## src/prce_pkg.sv

```systemverilog
`default_nettype none
// ----------------------------------------------------------------------------
// prce_pkg
// Shared types, constants and the colour expansion function for the palette
// RAM colour expander.
// ----------------------------------------------------------------------------
package prce_pkg;

  localparam int unsigned PaletteBytesDef = 8192;

  localparam logic OpRead  = 1'b0;
  localparam logic OpWrite = 1'b1;

  localparam logic [1:0] SizeByte = 2'd0;
  localparam logic [1:0] SizeWord = 2'd1;
  localparam logic [1:0] SizeLong = 2'd2;

  typedef enum logic [1:0] {
    ST_CLEAR,
    ST_IDLE,
    ST_MERGE
  } prce_state_e;

  typedef struct packed {
    logic clr_en;
    logic rd_en;
    logic commit;
  } prce_cmd_t;

  typedef struct packed {
    logic clr_last;
    logic out_empty;
  } prce_sts_t;

  typedef struct packed {
    logic [4:0] red;
    logic [4:0] green;
    logic [4:0] blue;
  } rgb_t;

  typedef struct packed {
    logic [31:0] read_data;
    logic        color_valid;
    logic [11:0] color_entry;
    rgb_t        rgb;
    logic        last;
  } prce_res_t;

  function automatic rgb_t expand_color(input logic [15:0] w);
    rgb_t c;
    c.red   = {w[3:0],  w[12]};
    c.green = {w[7:4],  w[13]};
    c.blue  = {w[11:8], w[14]};
    return c;
  endfunction

endpackage
`default_nettype wire

```

## src/prce_ctrl.sv

```systemverilog
`default_nettype none
// ----------------------------------------------------------------------------
// prce_ctrl
// Controller: clearing pass after reset, input acceptance and commit of the
// read-modify-write once the result buffer is empty.
// ----------------------------------------------------------------------------
module prce_ctrl
  import prce_pkg::*;
(
  input  wire logic      clk_i,
  input  wire logic      rst_ni,
  input  wire logic      in_valid_i,
  output logic           in_ready_o,
  input  wire prce_sts_t sts_i,
  output prce_cmd_t      cmd_o
);

  prce_state_e state_q, state_d;

  always_ff @(posedge clk_i or negedge rst_ni) begin
    if (!rst_ni) begin
      state_q <= ST_CLEAR;
    end else begin
      state_q <= state_d;
    end
  end

  always_comb begin
    state_d    = state_q;
    in_ready_o = 1'b0;
    cmd_o      = '0;
    unique case (state_q)
      ST_CLEAR: begin
        cmd_o.clr_en = 1'b1;
        if (sts_i.clr_last) begin
          state_d = ST_IDLE;
        end
      end
      ST_IDLE: begin
        in_ready_o  = 1'b1;
        cmd_o.rd_en = in_valid_i;
        if (in_valid_i) begin
          state_d = ST_MERGE;
        end
      end
      ST_MERGE: begin
        if (sts_i.out_empty) begin
          cmd_o.commit = 1'b1;
          state_d      = ST_IDLE;
        end
      end
      default: begin
        state_d = ST_CLEAR;
      end
    endcase
  end

endmodule
`default_nettype wire

```

## config.mk

```make
export PLATFORM = sky130hd
export DESIGN_NAME = prce_ctrl
export DESIGN_NICKNAME = d
export VERILOG_FILES = /design/src/prce_pkg.sv /design/src/prce_ctrl.sv
export SDC_FILE = /design/constraint.sdc
export NUM_CORES = 1
export LEC_CHECK = 0
export ABC_AREA = 1
export BUFFER_PORTS_ARGS = -buffer_cell sky130_fd_sc_hd__buf_2
export CAP_MARGIN = 5
export CORE_AREA = 2 2 39 41
export CTS_CLUSTER_DIAMETER = 200
export CTS_CLUSTER_SIZE = 28
export DETAILED_ROUTE_END_ITERATION = 16
export DIE_AREA = 0 0 41 43
export PLACE_DENSITY_LB_ADDON = 0.05
export SLEW_MARGIN = 20
export SYNTH_ARGS = -nofsm -noshare
export SYNTH_HDL_FRONTEND = slang
export SYNTH_SLANG_ARGS = --single-unit
```

## constraint.sdc

```tcl
create_clock -name clk_i -period 0.9 [get_ports clk_i]
set_clock_uncertainty 0.2 [all_clocks]
set_input_delay 0.09 -clock clk_i [delete_from_list [all_inputs] [get_ports clk_i]]
set_output_delay 0.09 -clock clk_i [all_outputs]
set_load 0.01 [all_outputs]
```

### Word level (Yosys, flattened, before mapping)

Index checks and enable logic that the tools add are counted.
Widths: inputs -> output; s select.

* equal/unequal tests: 5
* muxes and demuxes: 9
* reductions and logical operators: 2

Operator list (count)
* $mux 2: 3
* $ne 2x2->1 const B: 3
* $pmux 2 s3: 1
* $mux 1: 5
* $reduce_and 3->1: 1
* $eq 2x1->1 const B: 1
* $eq 2x2->1 const B: 1
* $logic_not 2->1: 1

* flip-flop bits (word level): 2
* bits of input ports: 5
* output and inout bits: 4

### Depth between registers and ports, before layout

* depth in word-level cells: 3
* gate-level depth with buffers: 4
* mapped depth without buffers: 4

### Worst setup path after synthesis

No wires, ideal clock.

* kind: register to register
* start: reg state_q[0]
* end: reg state_q[0]
* library setup time: 0.119 ns
* arrival time: 0.766 ns
* path slack: -0.185 ns
* cell stages (with the launch flop): 5
* path buffers: 0
* cells stage by stage: dfrtp_1 nor2_1 nand2_1 nand2_1 nor2_1

* cells in the longest elaborated chain, start to end: 3
* elaborated cells between the ends (all ways): 8
* classes of those cells: eq/ne: 5; mux: 1; reduce/logical: 2

Ends and longest elaborated chain
* start, declared: RTL line prce_ctrl.sv:18 `prce_state_e state_q, state_d;`
* start signal, assigned: RTL line prce_ctrl.sv:24 `state_q <= state_d;`
* $eq 2x2->1 (tied with other cells): RTL line prce_ctrl.sv:32 `unique case (state_q)`
* $ne 2x2->1 (no line)
* $reduce_and 3->1 (no line)

Parallel ways exist; a longest one is shown, timed or not.
A chain may end at the register's enable or synchronous reset.

==> out/qor.csv <==
stage,metric,value,unit
die,initial core utilization,8.32,%
yosys,Synthesized Nets,23,
die,I/O pin cnt,9,
timing,FMAX,796,MHz
setup_path,CP Max Fanout,4,
setup_path,Critical Path Sink Type,output port,
die,Chip Height,43,um
final_layout,share of cells above drive strength 1,56.7,%
yosys,"EDFF count, synth",0,
grt,vias in the first global route,149,
yosys,fraction of registers with async set/reset,100,%
setup_path,CP max stage cell,dfrtp_2,
grt,met1 GRT Util,4.50,%
pwr,VDD IR-drop max,588,uV
outcome,failing checks,"negative hold slack, negative setup slack",
setup_path,worst-path cell chain,"nor3_2, buf_2",
setup_path,critical path startpoint,state_q[0]$_DFFE_PN0P_,
cts,CTS Buf Count,3,
timing,final setup fails,6,
final_layout,final net count,37,
timing,period utilization,140,%
grt,met2 Use GR,6.88,%
yosys,"top cells by area, synth","dfrtp_1, inv_1, nand2_1",
final_layout,Largest register FFs,2,
worst_hold_path,HP Class,primary input to register,
drt,drt first pass iters,1,
drt,Vias/cell,3.11,
grt,grt ovf,0,
run,Max Cap Viol,0,
yosys,Post-synth top cells,"inv_1, nand2_1, nor2_1",
cts,hold bufs inserted after CTS,1,
setup_path,Critical Path RT,0.61,ns
drt,drt drc,0,
cts,root buffer cell,clkbuf_4,
final_layout,Synth-to-Final Area Change,96.7,%
die,die area,1760,sq um
drt,Antenna Nets Post-Route,0,
final_layout,Ant. Diodes,0,
cts,clk_lat worst skew,0.22,ns
yosys,ys flop type,dfrtp_1,
grt,met3 Use GR,1.57,%
grt,GR peak layer,met2,
yosys,post-synth top area share,43.5,%
yosys,cell count after synthesis,18,
timing,max-slew violation count,0,
cts,CTS Sinks,2,
cts,post-CTS setup buffers,0,
setup_path,crit path kind,register to output port,
die,Die X,41,um
die,std cell rows,14,
setup_path,Reg-to-Reg End,state_q[0]$_DFFE_PN0P_,
timing,Final Hold Viols,3,
cts,CTS tree,built,
grt,first-pass GRT wire length,538,um
yosys,"area leader, netlist",dfrtp_1,
setup_path,CP endpoint,cmd_o[0],
setup_path,Worst path max stage delay,0.43,ns
final_layout,Layout Utilization,16.4,%
cts,CTS Buffer Depth,2,
yosys,synthesized cell area,115,sq um
cts,"CTS clk-pin slew, worst paths",0.03,ns
final_layout,Largest regs,state_q (2),
timing,Slew @ Worst Pin,0.140,ns
grt,largest net degree at the start of global routing,5,
setup_path,type of origin of the critical path,register,
drt,DRT iter0 DRCs,0,
setup_path,worst reg-to-reg setup slack,-0.12,ns
placement,Port Buffers,8,
timing,Relative slew margins,90.6,%
setup_path,CP Data Arrival Time,0.97,ns
setup_path,Worst path top cell family by delay,flip-flops,
placement,hpwl dp,259,um
drt,WL per Instance,6.98,um
yosys,post-synthesis register bit count,2,
outcome,outcome,"complete, but fails checks",
drt,total number of vias,143,
yosys,YS warnings,0,
yosys,post-synth cell types,8,
setup_path,Buffers & Inverters on Critical Path,1,
yosys,most frequent cell after synthesis,inv_1,
cts,H-tree depth,1,
timing,minimum clock period,1.26,ns
timing,Hold WS,-0.0360,ns
timing,post-route setup slack,-0.356,ns
grt,initial antenna violation count,0,
pwr,PwrDens,3180,nW/um^2
timing,RSZ-0062 raised after global routing,yes,
final_layout,Largest Register,state_q,
setup_path,RR Startpoint,state_q[0]$_DFFE_PN0P_,
die,Core Footprint,1380,sq um
placement,DP Worst Slack,-0.180,ns
pwr,leakage power,0.131,nW
placement,routability congestion estimate,0.567,
grt,GRT Util Overall,4.82,%
setup_path,Worst path depth,2,
setup_path,worst reg-to-reg path cell count,4,
yosys,"Seq/Total Area, Yosys",43.5,%
yosys,mean post-synth cell area,6.40,sq um
placement,placed cells,42,
final_layout,"non-filler cells, final",46,
drt,total length of routed wires,321,um
-- what timing repair did --
item / in CTS / in global routing
pin swaps: 0 / 0
setup endpoints to repair: 6 / 6
cloned: 0 / 0
hold endpoints to repair: 3 / 1
resized for setup: 3 / 2
-- layout by cell type, fill, tap and decap left out, drive strengths merged --
cell type / Yosys / final
a21oi: 1 / 1
nand2: 3 / 3
dlygate4sd3: 0 / 1
o21ai: 1 / 1
nand3: 1 / 1
buf: 0 / 8
inv: 6 / 6
clkbuf: 0 / 3
nor2: 3 / 3
nor3: 1 / 1
dfrtp: 2 / 2
-- worst min path at each step --
stage	start	endpoint	slack [ns]	cells after the start
after global routing	rst_ni	state_q[0]$_DFFE_PN0P_	-0.0001	2
final	sts_i[1]	state_q[0]$_DFFE_PN0P_	-0.04	5
after CTS	sts_i[1]	state_q[0]$_DFFE_PN0P_	-0.04	5
after floorplan	rst_ni	state_q[0]$_DFFE_PN0P_	-0.41	0
after global placement	rst_ni	state_q[1]$_DFFE_PN0P_	-0.32	1
after detailed placement	rst_ni	state_q[0]$_DFFE_PN0P_	-0.32	1
-- report_power, final --
group | internal (mW) | switching, mW
Combinational | 0.138 | 0.184
Sequential | 0.139 | 0.0634
Clock | 0.147 | 0.0478
Total | 0.424 | 0.295
-- worst reg2reg max path, cell delays in order (launching register included) --
cell     delay [ns]
dfrtp_2        0.43
inv_1          0.08
nand3_1        0.08
nand2_1        0.08
nor2_1         0.04
-- final cells by class --
class,count,area [sq um]
multi-input cells,10,60.1
inverters,6,22.5
flip-flops and latches,2,51.3
repair buffers,9,50.0
well taps,16,20.0
clock buffers,3,22.5
fillers,166,1160
-- routing by layer --
metal / wire (um) / vias to the layer above
met4: 0 / 0
met2: 176 / 4
li1: - / 77
met3: 22 / 0
met1: 122 / 62
met5: 0 / -
-- stage by stage --
| stage | total power [mW] | TNS [ns] | instance area [sq um] |
|---|---|---|---|
| 5_1_grt | 0.800 | -1.89 | 226 |
| 2_1_floorplan | 0.361 | -0.345 | 120 |
| 3_3_place_gp | 0.483 | -0.805 | 180 |
| 6_report | 0.720 | -1.52 | 226 |
| 4_1_cts | 0.722 | -1.65 | 220 |
| 3_5_place_dp | 0.478 | -0.762 | 180 |
-- cell families (layout without fill, tap and decap cells) --
family,count (synthesis),in the layout,share of synthesized area [%]
compound gates,2,2,8.69
buf+inv,6,18,19.6
simple gates,8,8,28.3
flops,2,2,43.5
Power figures use the tool's default switching activity.
